==> src/sv/smae_pkg.sv <==
`timescale 1ns / 1ps
// ----------------------------------------------------------------------------
// smae_pkg
// Shared types and constants for the STUN mapped address extractor.
// ----------------------------------------------------------------------------
package smae_pkg;

  localparam logic [31:0] MagicCookie = 32'h2112_A442;
  localparam logic [15:0] XmaType     = 16'h0020;
  localparam logic [7:0]  FamilyIpv4  = 8'h01;
  localparam logic [4:0]  HeaderBytes = 5'd20;

  // parse phase, one-hot
  typedef enum logic [4:0] {
    PhHeader   = 5'b00001,
    PhAttrHead = 5'b00010,
    PhSkip     = 5'b00100,
    PhXma      = 5'b01000,
    PhDone     = 5'b10000
  } phase_e;

  typedef enum logic [1:0] {
    StFound       = 2'd0,
    StUnsupported = 2'd1,
    StNotFound    = 2'd2
  } status_e;

  typedef struct packed {
    phase_e      phase;
    logic [4:0]  header_count;
    logic [16:0] attr_offset;
    logic [15:0] attr_type;
    logic [15:0] attr_length;
    logic [15:0] port_accum;
    logic [31:0] address_accum;
    logic        result_given;
  } state_t;

  typedef struct packed {
    status_e     status;
    logic [31:0] ipv4_addr;
    logic [15:0] port;
  } result_t;

  localparam state_t StateReset = '{
    phase:         PhHeader,
    header_count:  5'd0,
    attr_offset:   17'd0,
    attr_type:     16'd0,
    attr_length:   16'd0,
    port_accum:    16'd0,
    address_accum: 32'd0,
    result_given:  1'b0
  };

endpackage

==> src/sv/smae_in_if.sv <==
`timescale 1ns / 1ps
// ----------------------------------------------------------------------------
// smae_in_if
// Byte stream channel into the extractor: one message byte and a last mark.
// ----------------------------------------------------------------------------
interface smae_in_if;
  logic       valid;
  logic       ready;
  logic [7:0] data_byte;
  logic       last_byte;

  modport source (output valid, output data_byte, output last_byte, input ready);
  modport sink   (input valid, input data_byte, input last_byte, output ready);
endinterface

==> src/sv/smae_out_if.sv <==
`timescale 1ns / 1ps
// ----------------------------------------------------------------------------
// smae_out_if
// Result channel of the extractor: status, decoded address and port.
// ----------------------------------------------------------------------------
interface smae_out_if;
  logic                 valid;
  logic                 ready;
  smae_pkg::status_e    status;
  logic [31:0]          ipv4_addr;
  logic [15:0]          port;

  modport source (output valid, output status, output ipv4_addr, output port,
                  input ready);
  modport sink   (input valid, input status, input ipv4_addr, input port,
                  output ready);
endinterface

==> src/sv/stun_mapped_address_extractor_unit.sv <==
`timescale 1ns / 1ps
// ----------------------------------------------------------------------------
// stun_mapped_address_extractor_unit
// Pulls the XOR-MAPPED-ADDRESS (IPv4) out of a byte stream of STUN messages.
// ----------------------------------------------------------------------------
// Feed one message byte per transaction in wire order, marking the final byte
// with last_byte. The unit skips the 20-byte header, walks the attributes
// (values padded to four bytes) and on the first attribute of type 0x0020
// gives one result: status 0 with the decoded address and port for IPv4,
// status 1 at the family byte for any other family. If the message ends with
// nothing found, the final byte gives status 2. At most one result per
// message; address and port are zero unless status is 0. The unit takes one
// byte every clock cycle: an input register feeds a single per-byte parser
// step that writes the result register, so each byte passes through the input
// register and its result then through the result register. Back-pressure on
// the result channel stalls the input once both registers are full.
// ----------------------------------------------------------------------------
module stun_mapped_address_extractor_unit (
  input  logic       clk_i,
  input  logic       rst_ni,
  smae_in_if.sink    in_i,
  smae_out_if.source out_o
);

  // input register
  logic              in_vld_q;
  logic [7:0]        in_byte_q;
  logic              in_last_q;

  // parser state and result register
  smae_pkg::state_t  state_q;
  smae_pkg::state_t  state_d;
  logic              out_vld_q;
  smae_pkg::result_t out_res_q;

  logic              step_res_vld;
  smae_pkg::result_t step_res;
  logic              advance;

  // the held byte is processed once the result register can take a result
  assign advance  = in_vld_q && (!out_vld_q || out_o.ready);
  assign in_i.ready = !in_vld_q || advance;

  smae_step u_step (
    .state_i     (state_q),
    .data_byte_i (in_byte_q),
    .last_byte_i (in_last_q),
    .state_o     (state_d),
    .res_valid_o (step_res_vld),
    .res_o       (step_res)
  );

  always_ff @(posedge clk_i or negedge rst_ni) begin
    if (!rst_ni) begin
      in_vld_q <= 1'b0;
    end else if (in_i.ready) begin
      in_vld_q <= in_i.valid;
    end
  end

  always_ff @(posedge clk_i) begin
    if (in_i.ready && in_i.valid) begin
      in_byte_q <= in_i.data_byte;
      in_last_q <= in_i.last_byte;
    end
  end

  // parser state moves on one byte per processed transaction
  always_ff @(posedge clk_i or negedge rst_ni) begin
    if (!rst_ni) begin
      state_q <= smae_pkg::StateReset;
    end else if (advance) begin
      state_q <= state_d;
    end
  end

  always_ff @(posedge clk_i or negedge rst_ni) begin
    if (!rst_ni) begin
      out_vld_q <= 1'b0;
    end else if (advance) begin
      out_vld_q <= step_res_vld;
    end else if (out_o.ready) begin
      out_vld_q <= 1'b0;
    end
  end

  always_ff @(posedge clk_i) begin
    if (advance && step_res_vld) begin
      out_res_q <= step_res;
    end
  end

  assign out_o.valid     = out_vld_q;
  assign out_o.status    = out_res_q.status;
  assign out_o.ipv4_addr = out_res_q.ipv4_addr;
  assign out_o.port      = out_res_q.port;

endmodule

==> src/sv/smae_step.sv <==
`timescale 1ns / 1ps
// ----------------------------------------------------------------------------
// smae_step
// Per-byte parser step: next parse state and the result the byte gives.
// ----------------------------------------------------------------------------
module smae_step (
  input  smae_pkg::state_t  state_i,
  input  logic [7:0]        data_byte_i,
  input  logic              last_byte_i,
  output smae_pkg::state_t  state_o,
  output logic              res_valid_o,
  output smae_pkg::result_t res_o
);

  logic [4:0]  hdr_inc;
  logic [16:0] off_inc;
  logic [15:0] len_new;
  logic [16:0] pad_new;
  logic [16:0] pad_cur;
  logic [31:0] addr_new;

  assign hdr_inc  = state_i.header_count + 5'd1;
  assign off_inc  = state_i.attr_offset + 17'd1;
  assign len_new  = {state_i.attr_length[7:0], data_byte_i};
  // values padded up to a multiple of four bytes
  assign pad_new  = ({1'b0, len_new} + 17'd3) & 17'h1FFFC;
  assign pad_cur  = ({1'b0, state_i.attr_length} + 17'd3) & 17'h1FFFC;
  assign addr_new = {state_i.address_accum[23:0], data_byte_i};

  always_comb begin
    state_o     = state_i;
    res_valid_o = 1'b0;
    res_o       = '{status: smae_pkg::StFound, ipv4_addr: 32'd0, port: 16'd0};

    case (state_i.phase)
      smae_pkg::PhHeader: begin
        state_o.header_count = hdr_inc;
        if (hdr_inc >= smae_pkg::HeaderBytes) begin
          state_o.phase       = smae_pkg::PhAttrHead;
          state_o.attr_offset = 17'd0;
        end
      end
      smae_pkg::PhAttrHead: begin
        if (state_i.attr_offset < 17'd2) begin
          state_o.attr_type = {state_i.attr_type[7:0], data_byte_i};
        end else begin
          state_o.attr_length = len_new;
        end
        if (state_i.attr_offset >= 17'd3) begin
          state_o.attr_offset = 17'd0;
          if (state_i.attr_type == smae_pkg::XmaType) begin
            state_o.phase = smae_pkg::PhXma;
          end else if (pad_new == 17'd0) begin
            state_o.phase = smae_pkg::PhAttrHead;
          end else begin
            state_o.phase = smae_pkg::PhSkip;
          end
        end else begin
          state_o.attr_offset = off_inc;
        end
      end
      smae_pkg::PhSkip: begin
        if (off_inc >= pad_cur) begin
          state_o.phase       = smae_pkg::PhAttrHead;
          state_o.attr_offset = 17'd0;
        end else begin
          state_o.attr_offset = off_inc;
        end
      end
      smae_pkg::PhXma: begin
        state_o.attr_offset = off_inc;
        if (state_i.attr_offset == 17'd1) begin
          // family byte, the reserved byte before it is dropped
          if (data_byte_i != smae_pkg::FamilyIpv4) begin
            res_valid_o          = 1'b1;
            res_o.status         = smae_pkg::StUnsupported;
            state_o.result_given = 1'b1;
            state_o.phase        = smae_pkg::PhDone;
          end
        end else if (state_i.attr_offset inside {17'd2, 17'd3}) begin
          state_o.port_accum = {state_i.port_accum[7:0], data_byte_i};
        end else if (state_i.attr_offset >= 17'd4) begin
          state_o.address_accum = addr_new;
          if (state_i.attr_offset >= 17'd7) begin
            res_valid_o          = 1'b1;
            res_o.status         = smae_pkg::StFound;
            res_o.ipv4_addr      = addr_new ^ smae_pkg::MagicCookie;
            res_o.port           = state_i.port_accum ^ smae_pkg::MagicCookie[31:16];
            state_o.result_given = 1'b1;
            state_o.phase        = smae_pkg::PhDone;
          end
        end
      end
      default: ;
    endcase

    if (last_byte_i) begin
      if (!res_valid_o && !state_i.result_given) begin
        res_valid_o = 1'b1;
        res_o       = '{status: smae_pkg::StNotFound, ipv4_addr: 32'd0, port: 16'd0};
      end
      state_o = smae_pkg::StateReset;
    end
  end

endmodule
==> src/flat_wrapper.sv <==
// flat-port wrapper written by rule: the top's interface ports become plain ports
module stun_mapped_address_extractor_unit_flat 
  (clk_i, rst_ni, in_i_valid, in_i_data_byte, in_i_last_byte, in_i_ready, out_o_valid, out_o_status, out_o_ipv4_addr, out_o_port, out_o_ready);
  smae_in_if in_i_i ();
  smae_out_if out_o_i ();
  input  logic clk_i;
  input  logic rst_ni;
  input wire logic [$bits(in_i_i.valid)-1:0] in_i_valid;
  input wire logic [$bits(in_i_i.data_byte)-1:0] in_i_data_byte;
  input wire logic [$bits(in_i_i.last_byte)-1:0] in_i_last_byte;
  output wire logic [$bits(in_i_i.ready)-1:0] in_i_ready;
  output wire logic [$bits(out_o_i.valid)-1:0] out_o_valid;
  output wire logic [$bits(out_o_i.status)-1:0] out_o_status;
  output wire logic [$bits(out_o_i.ipv4_addr)-1:0] out_o_ipv4_addr;
  output wire logic [$bits(out_o_i.port)-1:0] out_o_port;
  input wire logic [$bits(out_o_i.ready)-1:0] out_o_ready;
  assign in_i_i.valid = in_i_valid;
  assign in_i_i.data_byte = in_i_data_byte;
  assign in_i_i.last_byte = in_i_last_byte;
  assign in_i_ready = in_i_i.ready;
  assign out_o_valid = out_o_i.valid;
  assign out_o_status = out_o_i.status;
  assign out_o_ipv4_addr = out_o_i.ipv4_addr;
  assign out_o_port = out_o_i.port;
  assign out_o_i.ready = out_o_ready;
  stun_mapped_address_extractor_unit u_core (.clk_i(clk_i), .rst_ni(rst_ni), .in_i(in_i_i), .out_o(out_o_i));
endmodule
==> config.mk <==
export PLATFORM = sky130hd
export DESIGN_NAME = stun_mapped_address_extractor_unit_flat
export DESIGN_NICKNAME = d
export VERILOG_FILES = /design/src/sv/smae_pkg.sv /design/src/sv/smae_in_if.sv /design/src/sv/smae_out_if.sv /design/src/sv/stun_mapped_address_extractor_unit.sv /design/src/sv/smae_step.sv /design/src/flat_wrapper.sv
export SDC_FILE = /design/constraint.sdc
export NUM_CORES = 1
export LEC_CHECK = 0
export ABC_AREA = 1
export BUFFER_PORTS_ARGS = -buffer_cell sky130_fd_sc_hd__buf_2
export CAP_MARGIN = 15
export CORE_MARGIN = 2
export CORE_UTILIZATION = 52
export CTS_BUF_LIST = sky130_fd_sc_hd__clkbuf_8 sky130_fd_sc_hd__clkbuf_16
export DETAILED_ROUTE_END_ITERATION = 10
export GPL_TIMING_DRIVEN = 0
export PLACE_DENSITY = 0.81
export RECOVER_POWER = 25
export SYNTH_ARGS = -nofsm -noshare
export SYNTH_HDL_FRONTEND = slang
export SYNTH_SLANG_ARGS = --single-unit
==> constraint.sdc <==
create_clock -name clk_i -period 4.9 [get_ports clk_i]
set_clock_uncertainty 0.05 [all_clocks]
set_input_delay 0.49 -clock clk_i [delete_from_list [all_inputs] [get_ports clk_i]]
set_output_delay 0.49 -clock clk_i [all_outputs]
set_load 0.01 [all_outputs]
# Word level (Yosys, flattened, before mapping)
# Index checks and enable logic that the tools add are counted.
# word_totals
register_bits,161
inputBits,13
elab_cells,125
# classes
addsub,4
order_cmp,6
n_eq_ne,21
mux,47
bitwise,2
reduce_logical,30
# op_table
op,count
$mux 50,5
$mux 48,3
$mux 108,1
$pmux 17 s4,1
$mux 33,2
$mux 17,3
$mux 49,1
$mux 16,3
$mux 5,9
$add 16x2->17 const B,2
$eq 17x2->1 const B,2
$ge 17x3->1 const B,2
$mux 32,1
$pmux 5 s4,1
$add 17x1->17 const B,1
$eq 17x1->1 const B,1
$ge 17x17->1,1
$ge 17x2->1 const B,1
$logic_not 17->1,1
$lt 17x2->1 const B,1
$eq 16x6->1 const B,1
$ne 4x3->1 const B,4
$reduce_bool 2->1,8
$mux 1,14
other kinds (26),41

# Depth between registers and ports, before layout
# depth
depth_word,11
mapped_depth,23
ltp_nobuf,23

# Modules after synthesis
# Synthesis repeated with hierarchy kept, for this count alone.
# hier_totals
cells_unflattened,1289
hier_area_um2,10003.3
# by_module_without_submodules
module,instances,cells_each,area_per_inst_um2
stun_mapped_address_extractor_unit,1,539,6124.6
smae_step,1,750,3878.7

# Worst setup path after synthesis
# No wires, ideal clock.
# synth_timing
kind,reg2reg
from,reg u_core.state_q[82] (netlist bit)
to,"reg u_core.out_res_q, in the netlist u_core.out_o.ipv4_addr[0] (enable)"
setup_time_ps,475
t_arrival_ps,3546
required_ps,4375
slack_ps,828
stages_incl_launch_ff,9
n_path_buf,0
synth_period_minus_slack_ps,4072
path_cell_list,dfrtp_1 inv_1 ha_1 nand2_1 nor2_1 nand2_1 nand2_1 nand2_1 a21oi_1
# synth_between
elab_chain_len,11
word_cells_on_any_way,16
classes_between,order compare (2); eq/ne (3); mux (7); reduce/logical (4)
# synth_rtl
element,line_no,rtl
start: declaration,stun_mapped_address_extractor_unit.sv:31,smae_pkg::state_t state_q;
start signal: assignment,stun_mapped_address_extractor_unit.sv:71,state_q <= smae_pkg::StateReset;
start signal: assignment,stun_mapped_address_extractor_unit.sv:73,state_q <= state_d;
$ge 17x3->1,smae_step.sv:84,if (state_i.attr_offset >= 17'd7) begin
$mux 1,smae_step.sv:84,
$mux 1,smae_step.sv:82,end else if (state_i.attr_offset >= 17'd4) begin
$mux 1,smae_step.sv:80,"end else if (state_i.attr_offset inside {17'd2, 17'd3}) begin"
$mux 1 *,smae_step.sv:72,if (state_i.attr_offset == 17'd1) begin
$mux 1 *,smae_step.sv:35,case (state_i.phase)
$logic_not 1->1,smae_step.sv:98,if (!res_valid_o && !state_i.result_given) begin
$logic_and 1x1->1,smae_step.sv:98,
$mux 1,smae_step.sv:98,
$mux 1 *,smae_step.sv:97,if (last_byte_i) begin
$logic_and 1x1->1 *,stun_mapped_address_extractor_unit.sv:88,if (advance && step_res_vld) begin
end signal: assignment,stun_mapped_address_extractor_unit.sv:89,out_res_q <= step_res;
end: declaration,stun_mapped_address_extractor_unit.sv:34,smae_pkg::result_t out_res_q;
# Every way passes the cells marked *; elsewhere a longest branch is shown, timed or not.
# A chain may end at the register's enable or synchronous reset.

# Worst setup path in the final report
# layout_timing
from,reg u_core.state_q[82] (netlist bit)
to,reg u_core.state_q[92] (netlist bit)
# layout_between
elab_chain_len,5
word_cells_on_any_way,7
classes_between,add/sub (1); order compare (2); mux (4)
# layout_rtl
element,line_no,rtl
$add 17x1->17,smae_step.sv:23,assign off_inc = state_i.attr_offset + 17'd1;
$ge 17x17->1,smae_step.sv:63,if (off_inc >= pad_cur) begin
$mux 17,smae_step.sv:63,
$pmux 17 s4 *,smae_step.sv:35,
$mux 108 *,smae_step.sv:97,
# Marked as above.

==> impl_results.rst <==
.. list-table::
   :header-rows: 1

   * - Metric
     - Value
   * - Met2 Use GR
     - 36.0%
   * - Clock slew seen by the registers of the worst setup and hold paths
     - about 0.070 ns
   * - Sequential cell area in the final layout
     - around 4300 um^2
   * - Later-pin clock latency in the skew report
     - 0.44 ns
   * - CTS buffer count
     - 17
   * - Width of the chip
     - about 130 um
   * - Type of the tightest min-delay check
     - in -> reg
   * - Nature of the critical path startpoint
     - flop
   * - Pin slew with the least headroom to its limit
     - approximately 2.2 ns
   * - TritonCTS clock tree
     - yes
   * - Worst-case headroom to the max-slew limit
     - -47.6%
   * - Max Freq
     - roughly 0.28 GHz
   * - Kind of capture point of the worst setup path
     - flop
   * - Hold violation total from the final report
     - 0
   * - Half-perimeter wire length of the detailed placement result
     - roughly 12 mm
   * - Placeable core region
     - between 15000 and 20000 um^2
   * - Sequential share of the synthesized area
     - 54.7%
   * - Netlist area before placement
     - 7900 um^2
   * - Dpl ws
     - ~1.4 ns
   * - Number of maximum-capacitance violations
     - 1
   * - Worst endpoint required time
     - 5.18 ns
   * - Chip height
     - about 130 um
   * - Cell-by-cell listing of the critical path
     - ha_1, nand2_2, nor2_2, nand2_2, nor2_4, nand2_2, nor3_1, xnor2_1, inv_1, ha_1, nand2_1, inv_1, nand3_1, nor2_1, nand2_1, a21oi_2, nand2_4, nand2_2, buf_6, o21ai_2
   * - Minimum clock period after layout
     - between 3 and 4 ns
   * - Max H-tree Level
     - 4
   * - Critical-path top delay cell
     - sky130_fd_sc_hd__dfrtp_1
   * - Multi-input gate area
     - 2930 um^2
   * - GRT met1 Usage
     - approximately 29%
   * - Status
     - finished, violations left
   * - Crit Path Class
     - reg -> reg
   * - Setup tns final
     - 0 ns
   * - Global-route wire length before repair
     - around 28 mm
   * - Ratio of cells with drive above 1 in the final layout
     - 17.5%
   * - Ports
     - 65
   * - Number of diodes
     - 0
   * - Initial Utilization
     - 52.6%
   * - Number of fill cells
     - ~1200
   * - Vias per cell
     - around 5.3
   * - Vias in the first global route
     - roughly 6000
   * - Full die area
     - 16200 um^2
   * - Std-Cell Rows
     - between 40 and 50
   * - Most used cell, CP
     - sky130_fd_sc_hd__nand2_2
   * - Final setup slack of the worst path
     - around 1.4 ns
   * - Netlist cell types
     - 38
   * - Endpoint of the lowest-slack register-to-register path
     - u_core.state_q[92]
   * - DR DRC count
     - 0
   * - Post-cts resize count
     - 0
   * - Leakage power figure
     - 4.67 nW
   * - Global routing usage summed across all routing layers
     - ~22%
   * - Number of antenna violations at the first check in global routing
     - 0
   * - Pre-Repair DR Iteration Count
     - 5
   * - Startpoint of the worst-slack reg-to-reg timing path
     - u_core.state_q[82]
   * - Max Transition Viols Final
     - 39
   * - Largest net degree at the start of global routing
     - 65
   * - Nets in the synthesized netlist
     - 936
   * - Maximum clock insertion buffer count
     - 2
   * - Mapped Cells
     - 903
   * - Number of vias after detailed routing
     - 6325
   * - Post-route fraction of the period consumed by the critical path
     - between 70% and 80%
   * - Failing checks
     - capacitance limit, slew limit
   * - Arrival time at the worst endpoint
     - 3.82 ns
   * - Maximum fanout encountered on the critical timing path
     - 10
   * - Average wire per standard cell
     - ~14 um
   * - Met3 track demand over resource in global routing
     - 4.44%
   * - Fin nets
     - about 1000
   * - GRT Max-Usage Layer
     - met2
   * - Launch point of the worst path
     - u_core.state_q[82]
   * - Peak VDD IR
     - between 0.3 and 0.4 mV
   * - Setup Viol. Count Final
     - 0
   * - Residual antenna-violating net count after detailed routing
     - 0
   * - Minimum setup slack among reg-to-reg paths
     - about 1.4 ns
   * - Cell chosen for the clock root
     - sky130_fd_sc_hd__clkbuf_16
   * - Delay contributed by the slowest stage of the critical path
     - roughly 0.52 ns
   * - Setup repair after global routing missed its margin
     - false
   * - Total number of clock tree sinks
     - ~160
   * - Signed area change from the synthesized netlist to the final layout
     - 15.7%
   * - Port Buf Inserts
     - 64
   * - Warnings, synthesis
     - 0
   * - Weighted congestion reported at the end of routability-driven placement
     - between 0.9 and 1
   * - Mean area per synthesized cell
     - just under 9 um^2
   * - Number of DRC markers after the initial detailed-route iteration
     - ~560
   * - Number of flip-flops and latches in the synthesized netlist
     - ~160
   * - Power density cells
     - just over 400 nW/um^2
   * - Wire length after detailed routing
     - between 15 and 20 mm
   * - Total congestion overflow
     - 0
   * - Worst Reg-to-Reg Cells
     - 20
   * - Capture point of the critical path
     - u_core.state_q[92]
power breakdown:
group / switching, mW / leakage, nW / internal, mW
combinational: 0.423 / 2.41 / 0.199
clock: 0.660 / 0.303 / 0.704
sequential: 0.110 / 1.96 / 1.58
per-stage QoR:
| step | util, % | hold slack (ns) | total power, mW | instances | instance area, um^2 |
|---|---|---|---|---|---|
| after global placement | 56.3 | 0.405 | 2.31 | 1155 | 8460 |
| after global routing | 60.8 | 0.161 | 3.83 | 1190 | 9140 |
| after detailed placement | 56.7 | 0.410 | 2.34 | 1157 | 8520 |
| final | 60.8 | 0.172 | 3.68 | 1190 | 9140 |
| after CTS | 60.9 | 0.166 | 3.69 | 1190 | 9150 |
| after floorplan | - | 0.144 | 2.12 | 903 | 7900 |
cell families (layout without fill, tap and decap cells):
| kind of cell | count (synthesis) | count (layout) | synth area share (%) |
|---|---|---|---|
| simple gates | 437 | 437 | 24.1 |
| buf+inv | 163 | 262 | 8.25 |
| flops | 161 | 161 | 54.7 |
| compound gates | 106 | 106 | 7.98 |
| fa+ha+maj | 20 | 20 | 3.17 |
| xor+xnor | 16 | 16 | 1.77 |
cells in the mapped netlist, drive strengths merged:
cell type  count  area, um^2
nand2        261        1010
inv          141         529
dfrtp        101        2530
nor2          94         437
o21ai         67         384
edfxtp        59        1770
nand3         55         280
buf           21         119
ha            20         250
a21oi         18         105
nand4         17         113
o22ai         17         106
xor2          14         123
nor3           5        25.0
nand3b         3        22.5
o211ai         2        20.0
or2            2        12.5
xnor2          2        17.5
a21o           1        7.51
clkbuf         1        3.75
dfstp          1        26.3
o21a           1        7.51
worst max-delay path, delay by kind of cell (launching register included):
family                   cells  cell delay, ns
AO/OA/AOI/OAI                2            0.28
XOR/XNOR                     1            0.20
adder cells (fa/ha/maj)      2            0.66
buffers and inverters        3            0.31
flip-flops                   1            0.52
AND/OR/NAND/NOR             12            1.37
registers in the layout (all words and copies together) (netlist names):
signal,count
u_core.in_vld_q,1
u_core.in_byte_q,8
u_core.in_last_q,1
u_core.out_o.port,16
u_core.out_o.valid,1
u_core.out_o.ipv4_addr,32
u_core.state_q,100
u_core.out_o.status,2
worst min path at each step:
stage,from,to,cells after the start
floorplan,rst_ni,u_core.in_vld_q,0
global placement,u_core.state_q[46],u_core.state_q[46],2
detailed placement,u_core.state_q[43],u_core.state_q[43],2
CTS,in_i_data_byte[5],u_core.in_byte_q[5],1
global route,in_i_data_byte[5],u_core.in_byte_q[5],1
finish,in_i_data_byte[3],u_core.in_byte_q[3],1
final cells by class:
type                       instances  share of cell area, %
sequential                       161                   47.3
multi-input combinational        579                   32.1
inverter                         141                   5.79
clock buffer                      17                   4.65
timing repair buffer              67                   4.12
tap                              188                   2.57
clock inverter                    15                   2.12
buffer                            22                   1.34
routing by layer:
layer	up-vias	part of all wire, %
met5	-	0
li1	3071	-
met3	34	5.4
met4	0	2.2
met1	3009	43
met2	211	49
cells in the final DEF (no fill, tap or decap), types with 2 or more instances in the layout:
| master | netlist | layout |
|---|---|---|
| sky130_fd_sc_hd__nand2_1 | 251 | 251 |
| sky130_fd_sc_hd__nor2_2 | 12 | 11 |
| sky130_fd_sc_hd__clkbuf_16 | 0 | 17 |
| sky130_fd_sc_hd__o21ai_2 | 10 | 10 |
| sky130_fd_sc_hd__inv_1 | 131 | 131 |
| sky130_fd_sc_hd__nand3b_1 | 3 | 3 |
| sky130_fd_sc_hd__xnor2_1 | 2 | 2 |
| sky130_fd_sc_hd__buf_4 | 4 | 4 |
| sky130_fd_sc_hd__nor3_1 | 5 | 5 |
| sky130_fd_sc_hd__nand2_2 | 8 | 8 |
| sky130_fd_sc_hd__o21ai_0 | 27 | 27 |
| sky130_fd_sc_hd__inv_12 | 0 | 2 |
| sky130_fd_sc_hd__nor2_1 | 76 | 77 |
| sky130_fd_sc_hd__ha_1 | 20 | 20 |
| sky130_fd_sc_hd__nor2_4 | 5 | 5 |
| sky130_fd_sc_hd__buf_2 | 14 | 77 |
| sky130_fd_sc_hd__inv_2 | 10 | 10 |
| sky130_fd_sc_hd__a21oi_1 | 14 | 13 |
| sky130_fd_sc_hd__clkinv_8 | 0 | 4 |
| sky130_fd_sc_hd__xor2_1 | 14 | 14 |
| sky130_fd_sc_hd__inv_8 | 0 | 7 |
| sky130_fd_sc_hd__a21oi_2 | 4 | 4 |
| sky130_fd_sc_hd__o22ai_1 | 17 | 17 |
| sky130_fd_sc_hd__nand4_1 | 16 | 16 |
| sky130_fd_sc_hd__edfxtp_1 | 59 | 59 |
| sky130_fd_sc_hd__dfrtp_1 | 101 | 101 |
| sky130_fd_sc_hd__clkbuf_1 | 1 | 2 |
| sky130_fd_sc_hd__nand2_4 | 2 | 2 |
| sky130_fd_sc_hd__nand3_1 | 54 | 54 |
| sky130_fd_sc_hd__o21ai_1 | 29 | 29 |
| sky130_fd_sc_hd__buf_1 | 2 | 2 |
| sky130_fd_sc_hd__or2_2 | 2 | 2 |
timing repair:
item	in CTS	in global routing
setup buffers	0	0
hold buffers	1	0
endpoints found under the setup margin	0	0
hold endpoints to repair	27	0
Note: power is estimated with default switching activity, not from simulation.
